File: src/hw/rtl/wsfr_pkg.sv
`default_nettype none
// ----------------------------------------------------------------------------
// wsfr_pkg
// Shared types and constants for the websocket frame receiver: event codes,
// the parsed-operation record passed from the front end to the back end,
// and the depth of the queue between them.
// ----------------------------------------------------------------------------
package wsfr_pkg;

  localparam int unsigned MaxPayloadW  = 21;
  localparam logic [MaxPayloadW-1:0] MaxPayloadRst = MaxPayloadW'(8192);

  localparam int unsigned QDepth = 4;
  localparam int unsigned QAw    = $clog2(QDepth);

  localparam logic [3:0] OpcClose = 4'h8;
  localparam logic [6:0] Len16    = 7'd126;
  localparam logic [6:0] Len64    = 7'd127;

  typedef enum logic [1:0] {
    EV_DATA     = 2'd0,
    EV_EMPTY    = 2'd1,
    EV_CLOSE    = 2'd2,
    EV_OVERSIZE = 2'd3
  } event_t;

  typedef struct packed {
    event_t     ev;
    logic [7:0] data;
    logic [7:0] key;
    logic       last;
    logic [3:0] opcode;
  } op_t;

endpackage
`default_nettype wire

File: src/hw/rtl/wsfr_front.sv
`default_nettype none
// ----------------------------------------------------------------------------
// wsfr_front
// Header parser. Accepts one link byte per cycle while accept is high, tracks
// the frame phase, length and mask key, and queues one operation per result.
// ----------------------------------------------------------------------------
module wsfr_front (
  input  wire                                  clk,
  input  wire                                  rst_n,
  input  wire                                  accept,
  input  wire  [7:0]                           rx_byte,
  input  wire  [wsfr_pkg::MaxPayloadW-1:0]     max_payload,
  output logic                                 q_push,
  output wsfr_pkg::op_t                        q_op
);
  import wsfr_pkg::*;

  typedef enum logic [2:0] {
    PH_HDR0    = 3'd0,
    PH_HDR1    = 3'd1,
    PH_EXTLEN  = 3'd2,
    PH_MASK    = 3'd3,
    PH_PAYLOAD = 3'd4,
    PH_SKIP    = 3'd5,
    PH_ERROR   = 3'd6
  } phase_t;

  phase_t      phase_r, phase_nxt;
  logic [3:0]  opcode_r, opcode_nxt;
  logic [2:0]  extcnt_r, extcnt_nxt;
  logic [63:0] remain_r, remain_nxt;
  logic [31:0] key_r, key_nxt;
  logic [1:0]  idx_r, idx_nxt;

  logic [63:0] remain_dec;
  logic        remain_one;
  logic        remain_zero;
  logic        oversize;
  logic [7:0]  key_byte;

  assign remain_dec  = remain_r - 64'd1;
  assign remain_one  = (remain_r == 64'd1);
  assign remain_zero = (remain_r == 64'd0);
  assign oversize    = (|remain_r[63:MaxPayloadW]) || (remain_r[MaxPayloadW-1:0] > max_payload);

  always_comb begin
    case (idx_r)
      2'd0:    key_byte = key_r[31:24];
      2'd1:    key_byte = key_r[23:16];
      2'd2:    key_byte = key_r[15:8];
      default: key_byte = key_r[7:0];
    endcase
  end

  always_comb begin
    phase_nxt  = phase_r;
    opcode_nxt = opcode_r;
    extcnt_nxt = extcnt_r;
    remain_nxt = remain_r;
    key_nxt    = key_r;
    idx_nxt    = idx_r;
    q_push     = 1'b0;
    q_op       = '{ev: EV_DATA, data: 8'd0, key: 8'd0, last: 1'b1, opcode: opcode_r};
    if (accept) begin
      case (phase_r)
        PH_HDR1: begin
          remain_nxt = 64'd0;
          idx_nxt    = 2'd0;
          key_nxt    = 32'd0;
          if (rx_byte[6:0] == Len16) begin
            extcnt_nxt = 3'd1;
            phase_nxt  = PH_EXTLEN;
          end else if (rx_byte[6:0] == Len64) begin
            extcnt_nxt = 3'd7;
            phase_nxt  = PH_EXTLEN;
          end else begin
            remain_nxt = {57'd0, rx_byte[6:0]};
            phase_nxt  = PH_MASK;
          end
        end
        PH_EXTLEN: begin
          remain_nxt = {remain_r[55:0], rx_byte};
          if (extcnt_r == 3'd0) begin
            phase_nxt = PH_MASK;
          end else begin
            extcnt_nxt = extcnt_r - 3'd1;
          end
        end
        PH_MASK: begin
          key_nxt = {key_r[23:0], rx_byte};
          idx_nxt = idx_r + 2'd1;
          if (idx_r == 2'd3) begin
            if (opcode_r == OpcClose) begin
              phase_nxt = remain_zero ? PH_HDR0 : PH_SKIP;
              q_push    = 1'b1;
              q_op.ev   = EV_CLOSE;
            end else if (oversize) begin
              phase_nxt = PH_ERROR;
              q_push    = 1'b1;
              q_op.ev   = EV_OVERSIZE;
            end else if (remain_zero) begin
              phase_nxt = PH_HDR0;
              q_push    = 1'b1;
              q_op.ev   = EV_EMPTY;
            end else begin
              phase_nxt = PH_PAYLOAD;
            end
          end
        end
        PH_PAYLOAD: begin
          idx_nxt    = idx_r + 2'd1;
          remain_nxt = remain_dec;
          q_push     = 1'b1;
          q_op.data  = rx_byte;
          q_op.key   = key_byte;
          q_op.last  = remain_one;
          if (remain_one) begin
            phase_nxt = PH_HDR0;
          end
        end
        PH_SKIP: begin
          remain_nxt = remain_dec;
          if (remain_one) begin
            phase_nxt = PH_HDR0;
          end
        end
        PH_ERROR: begin
          phase_nxt = PH_ERROR;
        end
        default: begin
          opcode_nxt = rx_byte[3:0];
          phase_nxt  = PH_HDR1;
        end
      endcase
    end
  end

  always_ff @(posedge clk) begin
    if (!rst_n) begin
      phase_r  <= PH_HDR0;
      opcode_r <= 4'd0;
      extcnt_r <= 3'd0;
      remain_r <= 64'd0;
      key_r    <= 32'd0;
      idx_r    <= 2'd0;
    end else begin
      phase_r  <= phase_nxt;
      opcode_r <= opcode_nxt;
      extcnt_r <= extcnt_nxt;
      remain_r <= remain_nxt;
      key_r    <= key_nxt;
      idx_r    <= idx_nxt;
    end
  end

endmodule
`default_nettype wire

File: src/hw/rtl/wsfr_queue.sv
`default_nettype none
// ----------------------------------------------------------------------------
// wsfr_queue
// Short FIFO of parsed operations between the front end and the back end.
// ----------------------------------------------------------------------------
module wsfr_queue (
  input  wire            clk,
  input  wire            rst_n,
  input  wire            push,
  input  wsfr_pkg::op_t  push_op,
  output logic           full,
  input  wire            pop,
  output logic           valid,
  output wsfr_pkg::op_t  head_op
);
  import wsfr_pkg::*;

  op_t            mem_r [QDepth];
  logic [QAw-1:0] wptr_r, wptr_nxt;
  logic [QAw-1:0] rptr_r, rptr_nxt;
  logic [QAw:0]   cnt_r, cnt_nxt;
  logic           do_push;
  logic           do_pop;

  assign full    = (cnt_r == (QAw+1)'(QDepth));
  assign valid   = (cnt_r != '0);
  assign head_op = mem_r[rptr_r];
  assign do_push = push && !full;
  assign do_pop  = pop && valid;

  always_comb begin
    wptr_nxt = do_push ? wptr_r + QAw'(1) : wptr_r;
    rptr_nxt = do_pop ? rptr_r + QAw'(1) : rptr_r;
    cnt_nxt  = cnt_r + (QAw+1)'(do_push) - (QAw+1)'(do_pop);
  end

  always_ff @(posedge clk) begin
    if (do_push) begin
      mem_r[wptr_r] <= push_op;
    end
  end

  always_ff @(posedge clk) begin
    if (!rst_n) begin
      wptr_r <= '0;
      rptr_r <= '0;
      cnt_r  <= '0;
    end else begin
      wptr_r <= wptr_nxt;
      rptr_r <= rptr_nxt;
      cnt_r  <= cnt_nxt;
    end
  end

endmodule
`default_nettype wire

File: src/hw/rtl/wsfr_back.sv
`default_nettype none
// ----------------------------------------------------------------------------
// wsfr_back
// Result stage. Unmasks payload bytes and holds the oldest result in an
// output register until it is popped.
// ----------------------------------------------------------------------------
module wsfr_back (
  input  wire                  clk,
  input  wire                  rst_n,
  input  wire                  q_valid,
  input  wsfr_pkg::op_t        q_op,
  output logic                 q_pop,
  output logic                 out_empty,
  input  wire                  out_pop,
  output logic [1:0]           out_event_res,
  output logic [7:0]           out_data_byte,
  output logic                 out_last,
  output logic [3:0]           out_frame_opcode
);
  import wsfr_pkg::*;

  logic       valid_r, valid_nxt;
  logic [1:0] ev_r;
  logic [7:0] data_r;
  logic       last_r;
  logic [3:0] opc_r;

  assign q_pop     = q_valid && (!valid_r || out_pop);
  assign valid_nxt = q_pop || (valid_r && !out_pop);

  always_ff @(posedge clk) begin
    if (!rst_n) begin
      valid_r <= 1'b0;
    end else begin
      valid_r <= valid_nxt;
    end
  end

  always_ff @(posedge clk) begin
    if (q_pop) begin
      ev_r   <= q_op.ev;
      data_r <= q_op.data ^ q_op.key;
      last_r <= q_op.last;
      opc_r  <= q_op.opcode;
    end
  end

  assign out_empty        = !valid_r;
  assign out_event_res    = ev_r;
  assign out_data_byte    = data_r;
  assign out_last         = last_r;
  assign out_frame_opcode = opc_r;

endmodule
`default_nettype wire

File: src/hw/rtl/websocket_frame_receiver.sv
`default_nettype none
// Path: the edge that accepts a byte writes its result into the queue, then
//   the output register takes it from the queue head for the out_ ports.
// Throughput: one byte per cycle; in_full rises only when the four-entry
//   operation queue fills while results are not popped.
// Reset: synchronous on rst_n; parser returns to the first header byte and
//   max_payload returns to 8192. The block accepts bytes right after reset.
// ----------------------------------------------------------------------------
// websocket_frame_receiver
// Byte-serial websocket frame parser: header front end, operation queue and
// unmasking back end with a result register.
// ----------------------------------------------------------------------------
module websocket_frame_receiver (
  input  wire                              clk,
  input  wire                              rst_n,
  input  wire                              in_push,
  output logic                             in_full,
  input  wire  [7:0]                       in_rx_byte,
  output logic                             out_empty,
  input  wire                              out_pop,
  output logic [1:0]                       out_event_res,
  output logic [7:0]                       out_data_byte,
  output logic                             out_last,
  output logic [3:0]                       out_frame_opcode,
  input  wire                              cfg_valid,
  output logic                             cfg_ready,
  input  wire  [wsfr_pkg::MaxPayloadW-1:0] cfg_max_payload
);
  import wsfr_pkg::*;

  logic [MaxPayloadW-1:0] max_payload_r;
  logic                   accept;
  logic                   q_push;
  op_t                    q_in_op;
  logic                   q_full;
  logic                   q_pop;
  logic                   q_valid;
  op_t                    q_head_op;

  assign cfg_ready = 1'b1;
  assign in_full   = q_full;
  assign accept    = in_push && !q_full;

  always_ff @(posedge clk) begin
    if (!rst_n) begin
      max_payload_r <= MaxPayloadRst;
    end else if (cfg_valid && cfg_ready) begin
      max_payload_r <= cfg_max_payload;
    end
  end

  wsfr_front u_front (
    .clk         (clk),
    .rst_n       (rst_n),
    .accept      (accept),
    .rx_byte     (in_rx_byte),
    .max_payload (max_payload_r),
    .q_push      (q_push),
    .q_op        (q_in_op)
  );

  wsfr_queue u_queue (
    .clk     (clk),
    .rst_n   (rst_n),
    .push    (q_push),
    .push_op (q_in_op),
    .full    (q_full),
    .pop     (q_pop),
    .valid   (q_valid),
    .head_op (q_head_op)
  );

  wsfr_back u_back (
    .clk              (clk),
    .rst_n            (rst_n),
    .q_valid          (q_valid),
    .q_op             (q_head_op),
    .q_pop            (q_pop),
    .out_empty        (out_empty),
    .out_pop          (out_pop),
    .out_event_res    (out_event_res),
    .out_data_byte    (out_data_byte),
    .out_last         (out_last),
    .out_frame_opcode (out_frame_opcode)
  );

endmodule
`default_nettype wire
File: config.mk
export PLATFORM = sky130hd
export DESIGN_NAME = websocket_frame_receiver
export DESIGN_NICKNAME = d
export VERILOG_FILES = /design/src/hw/rtl/wsfr_pkg.sv /design/src/hw/rtl/wsfr_front.sv /design/src/hw/rtl/wsfr_queue.sv /design/src/hw/rtl/wsfr_back.sv /design/src/hw/rtl/websocket_frame_receiver.sv
export SDC_FILE = /design/constraint.sdc
export NUM_CORES = 1
export LEC_CHECK = 0
export BUFFER_PORTS_ARGS = -buffer_cell sky130_fd_sc_hd__buf_2
export CAP_MARGIN = 10
export CORE_MARGIN = 1.5
export CORE_UTILIZATION = 45
export CTS_BUF_LIST = sky130_fd_sc_hd__clkbuf_8
export DETAILED_ROUTE_END_ITERATION = 7
export PLACE_DENSITY = 0.7
export RECOVER_POWER = 50
export SKIP_CTS_REPAIR_TIMING = 1
export SKIP_LAST_GASP = 1
export SYNTH_ARGS = -nofsm -noshare
export SYNTH_HDL_FRONTEND = slang
export SYNTH_HIERARCHICAL = 1
export SYNTH_SLANG_ARGS = --single-unit
File: constraint.sdc
create_clock -name clk -period 11.9 [get_ports clk]
set_clock_uncertainty 0.2 [all_clocks]
set_input_delay 1.785 -clock clk [delete_from_list [all_inputs] [get_ports clk]]
set_output_delay 1.785 -clock clk [all_outputs]
set_load 0.01 [all_outputs]
==> metrics.txt, run 1 <==
# TYPE chip_impl_metric gauge
chip_impl_info{name="grt_setup_unrepaired",value="no"} 1
chip_impl_metric{name="fmax",unit="MHz"} 136
chip_impl_metric{name="post_synth_and_or_nand_nor_area_fraction",unit=""} 0.181
chip_impl_info{name="synth_top_cells_by_area",value="sky130_fd_sc_hd__edfxtp_1 26%, sky130_fd_sc_hd__dfxtp_1 23%, sky130_fd_sc_hd__ha_1 3.9%"} 1
chip_impl_metric{name="detail_route.first_pass.iterations",unit=""} 6
chip_impl_info{name="yosys.area.top_type",value="sky130_fd_sc_hd__edfxtp_1"} 1
chip_impl_info{name="violations",value="max-capacitance violations, max-slew violations"} 1
chip_impl_metric{name="worst_ep_arrival_time",unit="ns"} 7.60
chip_impl_info{name="synth_most_common_cell",value="sky130_fd_sc_hd__dfxtp_1"} 1
chip_impl_info{name="critPathSlowestCell",value="sky130_fd_sc_hd__clkbuf_1"} 1
chip_impl_metric{name="chipWidth",unit="µm"} 168
chip_impl_metric{name="post_synth_xor_area_fraction",unit=""} 0.0115
chip_impl_info{name="hold_end",value="u_front/extcnt_r[1]"} 1
chip_impl_metric{name="num_rows",unit=""} 60
chip_impl_metric{name="largest_net_degree_at_the_start_of_global_routing",unit=""} 80
chip_impl_metric{name="hold_depth",unit=""} 2
chip_impl_metric{name="report.power.total",unit="W"} 0.00184
chip_impl_metric{name="layout_worst_path_cycle_share",unit=""} 0.620
chip_impl_metric{name="layout-drive-gt1-share",unit=""} 0.111
chip_impl_metric{name="synth-seq-area-share",unit=""} 0.491
chip_impl_info{name="tritoncts",value="built"} 1
chip_impl_metric{name="number_of_failing_setup_endpoints_in_the_final_timing_report",unit=""} 0
chip_impl_metric{name="leak_pwr",unit="nW"} 4.86
chip_impl_metric{name="timing.final.hold_violations",unit=""} 0
chip_impl_metric{name="area_growth",unit="%"} 9.85
chip_impl_metric{name="irDropWorstVdd",unit="µV"} 62.9
chip_impl_metric{name="yosys.cell_types.count",unit=""} 84
chip_impl_metric{name="post_drt_wl_per_cell",unit="µm"} 17.8
chip_impl_metric{name="ys_seq_elements",unit=""} 246
chip_impl_info{name="outcome",value="finished, violations left"} 1
chip_impl_metric{name="maxCapViolCount",unit=""} 3
chip_impl_metric{name="global_route.usage.total",unit=""} 0.203
chip_impl_metric{name="rr_worst_depth",unit=""} 15
chip_impl_metric{name="setup_tns",unit="ns"} 0
chip_impl_metric{name="final_hpwl_dp",unit="mm"} 18.9
chip_impl_metric{name="synth.mux.area_fraction",unit=""} 0.0708
chip_impl_info{name="synth_top_family_by_area",value="simple AND/OR/NAND/NOR gates"} 1
chip_impl_metric{name="clkLatencyLatePin",unit="ns"} 0.57
chip_impl_info{name="crit_path_end_kind",value="flop"} 1
chip_impl_metric{name="drc_violation_count_after_routing",unit=""} 0
chip_impl_metric{name="relative_slew_slack",unit=""} -1.55
chip_impl_metric{name="number_of_enable_type_register_cells_in_the_synthesized_netlist",unit=""} 107
chip_impl_metric{name="drt_first_iter_violations",unit=""} 834
chip_impl_metric{name="async_reset_ff_frac",unit=""} 0
chip_impl_metric{name="fin_nets",unit=""} 1305
chip_impl_metric{name="place.gp.congestion",unit=""} 0.873
chip_impl_metric{name="number_of_clock_sinks",unit=""} 246
chip_impl_info{name="reg2reg_to",value="u_queue/cnt_r[2]"} 1
chip_impl_metric{name="synth_top_cell_area_share",unit=""} 0.263
chip_impl_info{name="synth_flop_cell",value="sky130_fd_sc_hd__dfxtp_1"} 1
chip_impl_metric{name="syn-mean-instance-area",unit="µm²"} 10.2
chip_impl_metric{name="drt.antenna.violating_nets",unit=""} 0
chip_impl_metric{name="final-max-slew-violation-count",unit=""} 175
chip_impl_metric{name="first_global_vias",unit=""} 8841
chip_impl_metric{name="cts-htree-levels",unit=""} 2
chip_impl_metric{name="boundaryPins",unit=""} 52
chip_impl_info{name="startpoint_type",value="primary input"} 1
chip_impl_metric{name="yosys_warnings",unit=""} 6
chip_impl_info{name="clock_tree.root_cell",value="sky130_fd_sc_hd__clkbuf_8"} 1
chip_impl_metric{name="route.final.wire_length",unit="mm"} 28.6
chip_impl_metric{name="grt_pass1_wl",unit="mm"} 46.6
chip_impl_metric{name="cp.buffers_inverters",unit=""} 4
chip_impl_metric{name="post_drt_via_cell_ratio",unit=""} 5.86
chip_impl_metric{name="synth_compound_gate_area_share",unit=""} 0.158
chip_impl_metric{name="grt_antenna_before_repair",unit=""} 0
chip_impl_metric{name="dieArea",unit="µm²"} 28100
chip_impl_metric{name="io_buffer_count",unit=""} 50
chip_impl_info{name="synth_commonest_cells",value="139 x sky130_fd_sc_hd__dfxtp_1, 121 x sky130_fd_sc_hd__nor2_1, 108 x sky130_fd_sc_hd__nand2_1"} 1
chip_impl_metric{name="synth_fp_nets",unit=""} 1275
chip_impl_metric{name="clk_path_buf_depth",unit=""} 3
chip_impl_metric{name="synth-adder-area-share",unit=""} 0.0406
chip_impl_info{name="timing.setup.critical_path_class",value="in2reg"} 1
chip_impl_info{name="r2r-start",value="u_queue/cnt_r[2]"} 1
chip_impl_metric{name="dieHeight",unit="µm"} 168
chip_impl_metric{name="grt.overflow.total",unit=""} 0
chip_impl_metric{name="num_antenna_cells",unit=""} 0
chip_impl_metric{name="cts_buffers",unit=""} 42
chip_impl_info{name="cpLargestDelayFamily",value="buffers and inverters"} 1
chip_impl_info{name="timing.critical_path.cells",value="buf_2 > clkbuf_1 > clkinv_1 > clkbuf_1 > nor2_1 > or4_1 > o211ai_1 > o21ai_1"} 1
chip_impl_metric{name="initial_utilization",unit=""} 0.456
chip_impl_metric{name="routed-via-count",unit=""} 9409
chip_impl_metric{name="clk_transition_reported_paths",unit="ns"} 0.06
chip_impl_metric{name="total_core_area",unit="µm²"} 26800
chip_impl_metric{name="cp_max_fo",unit=""} 79
chip_impl_info{name="cp_common_cell",value="sky130_fd_sc_hd__clkbuf_1"} 1
chip_impl_metric{name="worst-endpoint-required",unit="ns"} 12.13
chip_impl_metric{name="cells_after_synth",unit=""} 1202
chip_impl_metric{name="regToRegSetupSlack",unit="ns"} 7.00
chip_impl_info{name="worst_hold_path_type",value="reg2reg"} 1
chip_impl_metric{name="netlist_area",unit="µm²"} 12200
chip_impl_metric{name="final_period_minus_worst_setup_slack",unit="ns"} 7.38
chip_impl_metric{name="tightestPinTransition",unit="ns"} 3.82
chip_impl_info{name="launch_instance_of_the_worst_min_delay_path",value="u_front/extcnt_r[1]"} 1
chip_impl_metric{name="nFillCells",unit=""} 2399
chip_impl_metric{name="cp_slowest_stage_delay",unit="ns"} 2.69
chip_impl_metric{name="pwr_density_cell",unit="nW/µm²"} 137
[metrics by stage]
step / worst slack, ns / hold WS [ns] / cells / cell area [µm²] / util
5_1_grt: 4.15 / 0.281 / 1607 / 13400 / 0.500
3_5_place_dp: 6.14 / 0.250 / 1529 / 12600 / 0.470
4_1_cts: 6.71 / 0.258 / 1607 / 13500 / 0.502
3_3_place_gp: 6.21 / 0.241 / 1529 / 12600 / 0.470
2_1_floorplan: 7.09 / 0.232 / 1202 / 12200 / -
6_report: 4.52 / 0.253 / 1607 / 13400 / 0.500
[placed cells by master (no fill, tap or decap), types with 7 or more instances in the layout]
master and count:
sky130_fd_sc_hd__a21oi_1 75, sky130_fd_sc_hd__a222oi_1 8, sky130_fd_sc_hd__a22oi_1 42, sky130_fd_sc_hd__a31oi_1 8
sky130_fd_sc_hd__a32oi_1 11, sky130_fd_sc_hd__and2_0 13, sky130_fd_sc_hd__and2_1 14, sky130_fd_sc_hd__and3_1 10
sky130_fd_sc_hd__buf_2 33, sky130_fd_sc_hd__clkbuf_1 23, sky130_fd_sc_hd__clkbuf_8 45, sky130_fd_sc_hd__clkinv_1 9
sky130_fd_sc_hd__clkinv_2 8, sky130_fd_sc_hd__dfxtp_1 139, sky130_fd_sc_hd__edfxtp_1 107, sky130_fd_sc_hd__ha_1 38
sky130_fd_sc_hd__inv_1 60, sky130_fd_sc_hd__mux2i_1 32, sky130_fd_sc_hd__mux4_2 20, sky130_fd_sc_hd__nand2_1 108
sky130_fd_sc_hd__nand3_1 28, sky130_fd_sc_hd__nor2_1 120, sky130_fd_sc_hd__nor2b_1 30, sky130_fd_sc_hd__nor3_1 27
sky130_fd_sc_hd__nor4_1 17, sky130_fd_sc_hd__o21a_1 12, sky130_fd_sc_hd__o21ai_0 42, sky130_fd_sc_hd__o21ai_1 15
sky130_fd_sc_hd__o22ai_1 12, sky130_fd_sc_hd__or3_1 13, sky130_fd_sc_hd__xnor2_1 7, sky130_fd_sc_hd__xor2_1 9
[layout make-up]
type                       instances  area, µm²  area share
clock buffer                      45        619      0.0462
clock inverter                    33        238      0.0177
inverter                          51        191      0.0143
multi-input combinational        831       5660       0.422
sequential                       246       6000       0.447
tap                              341        427      0.0318
timing repair buffer              60        282      0.0210
[state kept, by name, summed over array words and instances (netlist names), named ones only]
signal,flops
u_queue/rptr_r,2
u_back/out_data_byte,8
u_front/idx_r,2
u_front/opcode_r,4
u_back/out_frame_opcode,4
u_front/phase_r,3
u_back/out_event_res,2
u_back/valid_r,1
u_queue/mem_r,92
u_back/out_last,1
u_queue/cnt_r,3
u_front/remain_r,64
u_front/extcnt_r,3
max_payload_r,21
u_front/key_r,32
u_queue/wptr_r,2
[where the power goes]
part           switching, W  internal [W]
logic              0.000122     0.0000586
clock network      0.000343      0.000421
registers         0.0000112      0.000884
total              0.000476       0.00136
[how the worst max path moves through the flow]
stage,to,from,slack [ns],cells past startpoint
2_1_floorplan,u_queue/cnt_r[2],in_push,7.09,15
3_3_place_gp,u_queue/cnt_r[2],in_push,6.21,15
3_5_place_dp,u_queue/cnt_r[2],in_push,6.14,15
4_1_cts,u_queue/cnt_r[2],in_push,6.71,15
5_1_grt,u_front/remain_r[60],rst_n,4.15,8
6_report,u_front/remain_r[60],rst_n,4.52,8
[layer usage]
layer / wire (µm) / global-route usage / vias to the layer above
met5: 0 / 0 / -
met4: 788 / 0.0752 / 0
met3: 1920 / 0.0350 / 66
met2: 12800 / 0.313 / 382
met1: 13100 / 0.287 / 4436
li1: - / - / 4525
[logic make-up after synthesis]
logic type	Yosys count
fa+ha+maj	39
compound gates	289
mux	56
simple gates	430
xor+xnor	16
other cells	1
flops	246
buf+inv	125
[worst register-to-register path: stages (launching register included)]
cell and delay, ns:
sky130_fd_sc_hd__dfxtp_1 0.35, sky130_fd_sc_hd__nor3b_2 0.21, sky130_fd_sc_hd__nor2b_1 0.11, sky130_fd_sc_hd__clkbuf_1 0.59, sky130_fd_sc_hd__and3_1 1.04, sky130_fd_sc_hd__nand2_1 0.21
sky130_fd_sc_hd__o21ai_1 0.21, sky130_fd_sc_hd__nor2b_1 0.44, sky130_fd_sc_hd__inv_1 0.09, sky130_fd_sc_hd__ha_1 0.29, sky130_fd_sc_hd__inv_1 0.04, sky130_fd_sc_hd__ha_1 0.19
sky130_fd_sc_hd__fa_1 0.41, sky130_fd_sc_hd__xnor2_1 0.15, sky130_fd_sc_hd__xnor2_1 0.12, sky130_fd_sc_hd__and2_1 0.14
Note: power is estimated with default switching activity, not from simulation.
==> run 2, diff against run 1 <==
Settings changed: PLACE_DENSITY 0.7 to 0.73.
Clock period 11.9 ns to 6.28 ns, I/O delays scaled along.
==> run 2 against run 1 <==
Compared with the run above:
- die area did not move
- sequential share of layout area increased by 0.22 points
- final cell count up 0.19%
- hold slack about the same
- global-route usage is essentially flat
- the run still ends with max-capacitance violations, max-slew violations left
- wire length rose by 1.2%
- largest power group unchanged
- clock power rose by 71%
- non-clock buffer count grew 5
- combinational power up 92%
==> metrics.txt, run 2 (synthesized netlist as in run 1, its figures left out) <==
# TYPE chip_impl_metric gauge
chip_impl_metric{name="numPlacedInstances",unit=""} 1534
chip_impl_metric{name="maxCapViolCount",unit=""} 5
chip_impl_metric{name="pwr_density_cell",unit="nW/µm²"} 251
chip_impl_info{name="r2r-start",value="u_queue/cnt_r[2]"} 1
chip_impl_info{name="outcome",value="finished, violations left"} 1
chip_impl_metric{name="total_core_area",unit="µm²"} 26800
chip_impl_metric{name="cts-htree-levels",unit=""} 2
chip_impl_metric{name="cp_max_fo",unit=""} 64
chip_impl_metric{name="route.final.wire_length",unit="mm"} 29.0
chip_impl_metric{name="clk_transition_reported_paths",unit="ns"} 0.06
chip_impl_metric{name="io_buffer_count",unit=""} 50
chip_impl_metric{name="final_period_minus_worst_setup_slack",unit="ns"} 4.88
chip_impl_info{name="startpoint_type",value="flop"} 1
chip_impl_info{name="violations",value="max-capacitance violations, max-slew violations"} 1
chip_impl_metric{name="largest_register_ff_count",unit=""} 92
chip_impl_info{name="largest_registers",value="u_queue/mem_r (92), u_front/remain_r (64), u_front/key_r (32)"} 1
chip_impl_metric{name="first_global_vias",unit=""} 8854
chip_impl_metric{name="routed-via-count",unit=""} 9528
chip_impl_metric{name="grt.overflow.total",unit=""} 0
chip_impl_metric{name="fmax",unit="MHz"} 205
chip_impl_metric{name="number_of_clock_sinks",unit=""} 246
chip_impl_info{name="worst_hold_path_type",value="reg2reg"} 1
chip_impl_info{name="timing.setup.critical_path_class",value="reg2reg"} 1
chip_impl_metric{name="initial_utilization",unit=""} 0.456
chip_impl_info{name="grt_setup_unrepaired",value="no"} 1
chip_impl_metric{name="final_hpwl_dp",unit="mm"} 18.8
chip_impl_metric{name="fin_nets",unit=""} 1310
chip_impl_metric{name="number_of_failing_setup_endpoints_in_the_final_timing_report",unit=""} 0
chip_impl_metric{name="worst_ep_arrival_time",unit="ns"} 5.15
chip_impl_metric{name="drc_violation_count_after_routing",unit=""} 0
chip_impl_metric{name="largest_net_degree_at_the_start_of_global_routing",unit=""} 79
chip_impl_info{name="clock_tree.root_cell",value="sky130_fd_sc_hd__clkbuf_8"} 1
chip_impl_metric{name="clkLatencyLatePin",unit="ns"} 0.55
chip_impl_metric{name="relative_slew_slack",unit=""} -0.946
chip_impl_info{name="layout_commonest_cell",value="sky130_fd_sc_hd__dfxtp_1"} 1
chip_impl_metric{name="setup_tns",unit="ns"} 0
chip_impl_metric{name="dieArea",unit="µm²"} 28100
chip_impl_metric{name="worst-endpoint-required",unit="ns"} 6.55
chip_impl_info{name="endpoint",value="u_front/remain_r[62]"} 1
chip_impl_metric{name="num_antenna_cells",unit=""} 0
chip_impl_metric{name="post_drt_wl_per_cell",unit="µm"} 18.0
chip_impl_info{name="largest-register",value="u_queue/mem_r"} 1
chip_impl_metric{name="report.power.total",unit="W"} 0.00336
chip_impl_metric{name="leak_pwr",unit="nW"} 4.85
chip_impl_metric{name="nFillCells",unit=""} 2412
chip_impl_info{name="final_cell_mix",value="139 x sky130_fd_sc_hd__dfxtp_1, 120 x sky130_fd_sc_hd__nor2_1, 108 x sky130_fd_sc_hd__nand2_1"} 1
chip_impl_metric{name="detailedPlace.worstSlack",unit="ns"} 1.63
chip_impl_metric{name="num_rows",unit=""} 60
chip_impl_metric{name="layout_worst_path_cycle_share",unit=""} 0.776
chip_impl_metric{name="setup_slack",unit="ns"} 1.40
chip_impl_info{name="crit_path_end_kind",value="flop"} 1
chip_impl_metric{name="dieHeight",unit="µm"} 168
chip_impl_metric{name="post_drt_via_cell_ratio",unit=""} 5.92
chip_impl_metric{name="timing.final.hold_violations",unit=""} 0
chip_impl_metric{name="tightestPinTransition",unit="ns"} 2.92
chip_impl_metric{name="final-max-slew-violation-count",unit=""} 226
chip_impl_metric{name="drt_first_iter_violations",unit=""} 1155
chip_impl_metric{name="cts_buffers",unit=""} 42
chip_impl_metric{name="global_route.usage.total",unit=""} 0.203
chip_impl_metric{name="regToRegSetupSlack",unit="ns"} 1.40
chip_impl_metric{name="final_cells",unit=""} 1610
chip_impl_metric{name="drt.antenna.violating_nets",unit=""} 0
chip_impl_metric{name="area_growth",unit="%"} 9.31
chip_impl_info{name="critical_path.startpoint",value="u_queue/cnt_r[2]"} 1
chip_impl_metric{name="place.gp.congestion",unit=""} 0.886
chip_impl_info{name="tritoncts",value="built"} 1
chip_impl_metric{name="irDropWorstVdd",unit="µV"} 121
chip_impl_info{name="reg2reg_to",value="u_front/remain_r[62]"} 1
chip_impl_metric{name="boundaryPins",unit=""} 52
chip_impl_metric{name="layout-drive-gt1-share",unit=""} 0.111
chip_impl_metric{name="grt_antenna_before_repair",unit=""} 0
chip_impl_metric{name="chipWidth",unit="µm"} 168
chip_impl_metric{name="rr_worst_depth",unit=""} 9
chip_impl_metric{name="clk_path_buf_depth",unit=""} 3
chip_impl_metric{name="grt_pass1_wl",unit="mm"} 46.5
chip_impl_metric{name="detail_route.first_pass.iterations",unit=""} 8
==> run 2: changes by cell type in the layout (fill, tap and decap cells not counted), sizes merged <==
| cell | delta |
|---|---|
| clkinvlp | +1 |
| buf | +4 |
| inv | +4 |
| bufinv | -3 |
| clkinv | -3 |
==> run 2: worst min-delay path by stage <==
stage | cells past startpoint | endpoint | slack (ns) | start
after global placement | 2 | u_front/extcnt_r[1] | 0.24 | u_front/extcnt_r[1]
after global routing | 2 | u_front/extcnt_r[1] | 0.29 | u_front/extcnt_r[1]
after detailed placement | 2 | u_front/extcnt_r[1] | 0.25 | u_front/extcnt_r[1]
final | 2 | u_front/extcnt_r[1] | 0.25 | u_front/extcnt_r[1]
after floorplan | 2 | u_front/extcnt_r[1] | 0.23 | u_front/extcnt_r[1]
after CTS | 2 | u_front/extcnt_r[1] | 0.25 | u_front/extcnt_r[1]
==> run 2: layout make-up <==
cell class | instances | area [µm²] | area share
clock buffer | 44 | 606 | 0.0454
clock inverter | 32 | 154 | 0.0115
inverter | 51 | 191 | 0.0143
multi-input combinational | 831 | 5660 | 0.424
sequential | 246 | 6000 | 0.449
tap | 341 | 427 | 0.0320
timing repair buffer | 65 | 319 | 0.0239
==> run 2: where the power goes <==
part	switching, W	leakage, nW	internal [W]	total, W
Combinational	0.000233	2.30	0.000112	0.000345
Sequential	0.0000210	2.10	0.00167	0.00170
Clock	0.000655	0.456	0.000660	0.00131
Total	0.000909	4.85	0.00245	0.00336
==> run 2: per-layer routing <==
| layer | track usage | vias up | share of wire | wire, µm |
|---|---|---|---|---|
| met1 | 0.282 | 4554 | 0.45 | 13200 |
| li1 | - | 4524 | - | - |
| met4 | 0.0638 | 0 | 0.020 | 591 |
| met5 | 0 | - | 0 | 0 |
| met2 | 0.327 | 392 | 0.46 | 13400 |
| met3 | 0.0321 | 58 | 0.065 | 1880 |
==> run 2: worst max-delay path, stage by stage (launching register included) <==
cell and delay, ns:
sky130_fd_sc_hd__dfxtp_1 0.41, sky130_fd_sc_hd__nor3b_1 0.52, sky130_fd_sc_hd__nor2b_1 0.10, sky130_fd_sc_hd__clkbuf_1 0.37, sky130_fd_sc_hd__o21ai_4 0.13, sky130_fd_sc_hd__clkbuf_1 2.08, sky130_fd_sc_hd__nand2_1 0.23, sky130_fd_sc_hd__nand2_1 0.40
sky130_fd_sc_hd__o311ai_1 0.17, sky130_fd_sc_hd__o21ai_1 0.18
==> run 2: per-stage QoR <==
stage	hold slack (ns)	cell area, µm²	util
global placement	0.244	12600	0.472
floorplan	0.232	12200	-
finish	0.253	13300	0.498
detailed placement	0.247	12600	0.472
CTS	0.254	13400	0.500
global route	0.285	13300	0.498
==> run 3, diff against run 2 <==
Clock period 6.28 ns to 4.45 ns, I/O delays scaled along.
==> run 3 against run 2 <==
Compared with the run above:
- the run still ends with max-capacitance violations, max-slew violations left
- largest cell class unchanged
- non-clock buffer count is 24 higher
- hold slack worse by 0.11 ns
- largest power group unchanged
- highest routed layer unchanged
- sequential power is 41% higher
==> metrics.txt, run 3 (synthesized netlist as in run 1, its figures left out) <==
# TYPE chip_impl_metric gauge
chip_impl_metric{name="total_core_area",unit="µm²"} 26800
chip_impl_metric{name="net-switching-power",unit="W"} 0.00130
chip_impl_metric{name="p_int",unit="W"} 0.00365
chip_impl_metric{name="number_of_failing_setup_endpoints_in_the_final_timing_report",unit=""} 0
chip_impl_metric{name="place_area",unit="µm²"} 12800
chip_impl_metric{name="rr_worst_depth",unit=""} 15
chip_impl_metric{name="clock_power_share",unit=""} 0.416
chip_impl_metric{name="irDropWorstVdd",unit="µV"} 183
chip_impl_metric{name="tightestPinTransition",unit="ns"} 1.89
chip_impl_info{name="crit_path_end_kind",value="flop"} 1
chip_impl_metric{name="final_period_minus_worst_setup_slack",unit="ns"} 4.19
chip_impl_metric{name="number_of_clock_sinks",unit=""} 246
chip_impl_info{name="timing.critical_path.cells",value="or3_1 > nand4b_1 > or4_4 > nor3_1 > nor3b_1 > o21ai_1 > nor2b_2 > inv_1 > ha_1 > inv_1 > ha_1 > fa_1 > xnor2_1 > xnor2_1 > and2_1"} 1
chip_impl_metric{name="regToRegSetupSlack",unit="ns"} 0.26
chip_impl_metric{name="grt.overflow.total",unit=""} 0
chip_impl_metric{name="relative_slew_slack",unit=""} -0.263
chip_impl_metric{name="place.gp.congestion",unit=""} 0.931
chip_impl_metric{name="post_drt_via_cell_ratio",unit=""} 5.88
chip_impl_info{name="largest-register",value="u_queue/mem_r"} 1
chip_impl_metric{name="io_buffer_count",unit=""} 50
chip_impl_metric{name="detail_route.first_pass.iterations",unit=""} 5
chip_impl_metric{name="cp_max_fo",unit=""} 7
chip_impl_info{name="final_cell_mix",value="139 x sky130_fd_sc_hd__dfxtp_1, 120 x sky130_fd_sc_hd__nor2_1, 108 x sky130_fd_sc_hd__nand2_1"} 1
chip_impl_metric{name="clk_transition_reported_paths",unit="ns"} 0.06
chip_impl_info{name="hold_end",value="max_payload_r[13]"} 1
chip_impl_metric{name="initial_utilization",unit=""} 0.456
chip_impl_metric{name="setup_tns",unit="ns"} 0
chip_impl_metric{name="power.sequential.fraction",unit=""} 0.483
chip_impl_info{name="timing.setup.critical_path_class",value="reg2reg"} 1
chip_impl_metric{name="routed-via-count",unit=""} 9614
chip_impl_metric{name="hold_depth",unit=""} 3
chip_impl_metric{name="chipWidth",unit="µm"} 168
chip_impl_info{name="layout_commonest_cell",value="sky130_fd_sc_hd__dfxtp_1"} 1
chip_impl_metric{name="dieArea",unit="µm²"} 28100
chip_impl_metric{name="num_rows",unit=""} 60
chip_impl_info{name="worst_hold_path_type",value="in2reg"} 1
chip_impl_info{name="violations",value="max-capacitance violations, max-slew violations"} 1
chip_impl_metric{name="drt_first_iter_violations",unit=""} 1095
chip_impl_metric{name="finalHoldWorstSlack",unit="ns"} 0.139
chip_impl_info{name="grt_setup_unrepaired",value="no"} 1
chip_impl_metric{name="layout.cell_area.non_filler",unit="µm²"} 13600
chip_impl_metric{name="cp_slowest_stage_delay",unit="ns"} 0.49
chip_impl_metric{name="cp.buffers_inverters",unit=""} 2
chip_impl_info{name="largest_registers",value="u_queue/mem_r (92), u_front/remain_r (64), u_front/key_r (32)"} 1
chip_impl_metric{name="clkLatencyLatePin",unit="ns"} 0.57
chip_impl_metric{name="drt.antenna.violating_nets",unit=""} 0
chip_impl_metric{name="fmax",unit="MHz"} 239
chip_impl_metric{name="num_antenna_cells",unit=""} 0
chip_impl_metric{name="pwr_density_cell",unit="nW/µm²"} 363
chip_impl_metric{name="final-max-slew-violation-count",unit=""} 68
chip_impl_metric{name="dieHeight",unit="µm"} 168
chip_impl_info{name="launch_instance_of_the_worst_min_delay_path",value="cfg_max_payload[13]"} 1
chip_impl_metric{name="worst_ep_arrival_time",unit="ns"} 4.43
chip_impl_info{name="clock_tree.root_cell",value="sky130_fd_sc_hd__clkbuf_8"} 1
chip_impl_metric{name="maxCapViolCount",unit=""} 2
chip_impl_info{name="outcome",value="finished, violations left"} 1
chip_impl_metric{name="drc_violation_count_after_routing",unit=""} 0
chip_impl_metric{name="leak_pwr",unit="nW"} 4.99
chip_impl_metric{name="comb_power_share",unit=""} 0.102
chip_impl_info{name="reg2reg_to",value="u_queue/cnt_r[2]"} 1
chip_impl_metric{name="worst-endpoint-required",unit="ns"} 4.69
chip_impl_metric{name="post_drt_wl_per_cell",unit="µm"} 18.0
chip_impl_metric{name="cts-htree-levels",unit=""} 2
chip_impl_metric{name="grt_pass1_wl",unit="mm"} 47.4
chip_impl_info{name="tritoncts",value="built"} 1
chip_impl_info{name="cpLargestDelayFamily",value="simple AND/OR/NAND/NOR gates"} 1
chip_impl_info{name="startpoint_type",value="flop"} 1
chip_impl_metric{name="grt_antenna_before_repair",unit=""} 0
chip_impl_metric{name="largest_register_ff_count",unit=""} 92
chip_impl_metric{name="layout-drive-gt1-share",unit=""} 0.131
chip_impl_metric{name="area_growth",unit="%"} 11.7
chip_impl_metric{name="cts_buffers",unit=""} 42
chip_impl_metric{name="first_global_vias",unit=""} 9031
chip_impl_metric{name="final_hpwl_dp",unit="mm"} 19.7
chip_impl_info{name="r2r-start",value="u_front/remain_r[55]"} 1
chip_impl_metric{name="switching_share_of_total_power",unit=""} 0.263
chip_impl_metric{name="route.final.wire_length",unit="mm"} 29.4
chip_impl_metric{name="global_route.usage.total",unit=""} 0.208
chip_impl_metric{name="layout_worst_path_cycle_share",unit=""} 0.941
chip_impl_metric{name="timing.final.hold_violations",unit=""} 0
chip_impl_info{name="critPathSlowestCell",value="sky130_fd_sc_hd__or4_4"} 1
chip_impl_metric{name="clk_path_buf_depth",unit=""} 3
chip_impl_metric{name="boundaryPins",unit=""} 52
chip_impl_metric{name="largest_net_degree_at_the_start_of_global_routing",unit=""} 79
chip_impl_metric{name="fin_nets",unit=""} 1334
[run 3: metrics by stage]
step / setup slack, ns / util / instances / power [W]
floorplan: 0.629 / - / 1202 / 0.00278
CTS: 0.144 / 0.510 / 1634 / 0.00499
global route: 0.0458 / 0.509 / 1635 / 0.00515
finish: 0.264 / 0.509 / 1635 / 0.00495
global placement: 0.283 / 0.478 / 1557 / 0.00293
detailed placement: 0.177 / 0.478 / 1557 / 0.00293
[run 3: power by group through the flow]
stage	Clock [W]	Combinational, W	Sequential [W]
3_3_place_gp	0	0.000489	0.00244
6_report	0.00206	0.000504	0.00239
5_1_grt	0.00221	0.000547	0.00239
2_1_floorplan	0	0.000353	0.00243
4_1_cts	0.00210	0.000494	0.00239
3_5_place_dp	0	0.000490	0.00244
[run 3: worst max-delay path by stage]
stage / from / cells after the start / endpoint / slack [ns]
finish: u_front/remain_r[55] / 15 / u_queue/cnt_r[2] / 0.26
global route: u_front/remain_r[50] / 16 / u_queue/cnt_r[2] / 0.05
CTS: u_front/remain_r[50] / 16 / u_queue/cnt_r[2] / 0.14
detailed placement: u_front/remain_r[50] / 16 / u_queue/cnt_r[2] / 0.18
global placement: u_front/remain_r[50] / 16 / u_queue/cnt_r[2] / 0.28
floorplan: u_front/remain_r[50] / 17 / u_queue/cnt_r[2] / 0.63
[run 3: layout make-up]
| type | count | area [µm²] |
|---|---|---|
| clock buffer | 48 | 661 |
| clock inverter | 29 | 204 |
| fill | 2383 | 13200 |
| inverter | 51 | 191 |
| multi-input combinational | 831 | 5670 |
| sequential | 246 | 6000 |
| tap | 341 | 427 |
| timing repair buffer | 89 | 490 |
[run 3: worst min-delay path: stages]
cell	delay, ns
sky130_fd_sc_hd__buf_2	0.07
sky130_fd_sc_hd__mux2i_1	0.06
sky130_fd_sc_hd__nand2_1	0.06
[run 3: per-layer routing]
| layer | track usage | vias up | routed length (µm) |
|---|---|---|---|
| met5 | 0 | - | 0 |
| met4 | 0.0689 | 0 | 616 |
| met3 | 0.0378 | 61 | 2000 |
| met2 | 0.335 | 393 | 13600 |
| met1 | 0.283 | 4579 | 13100 |
| li1 | - | 4581 | - |
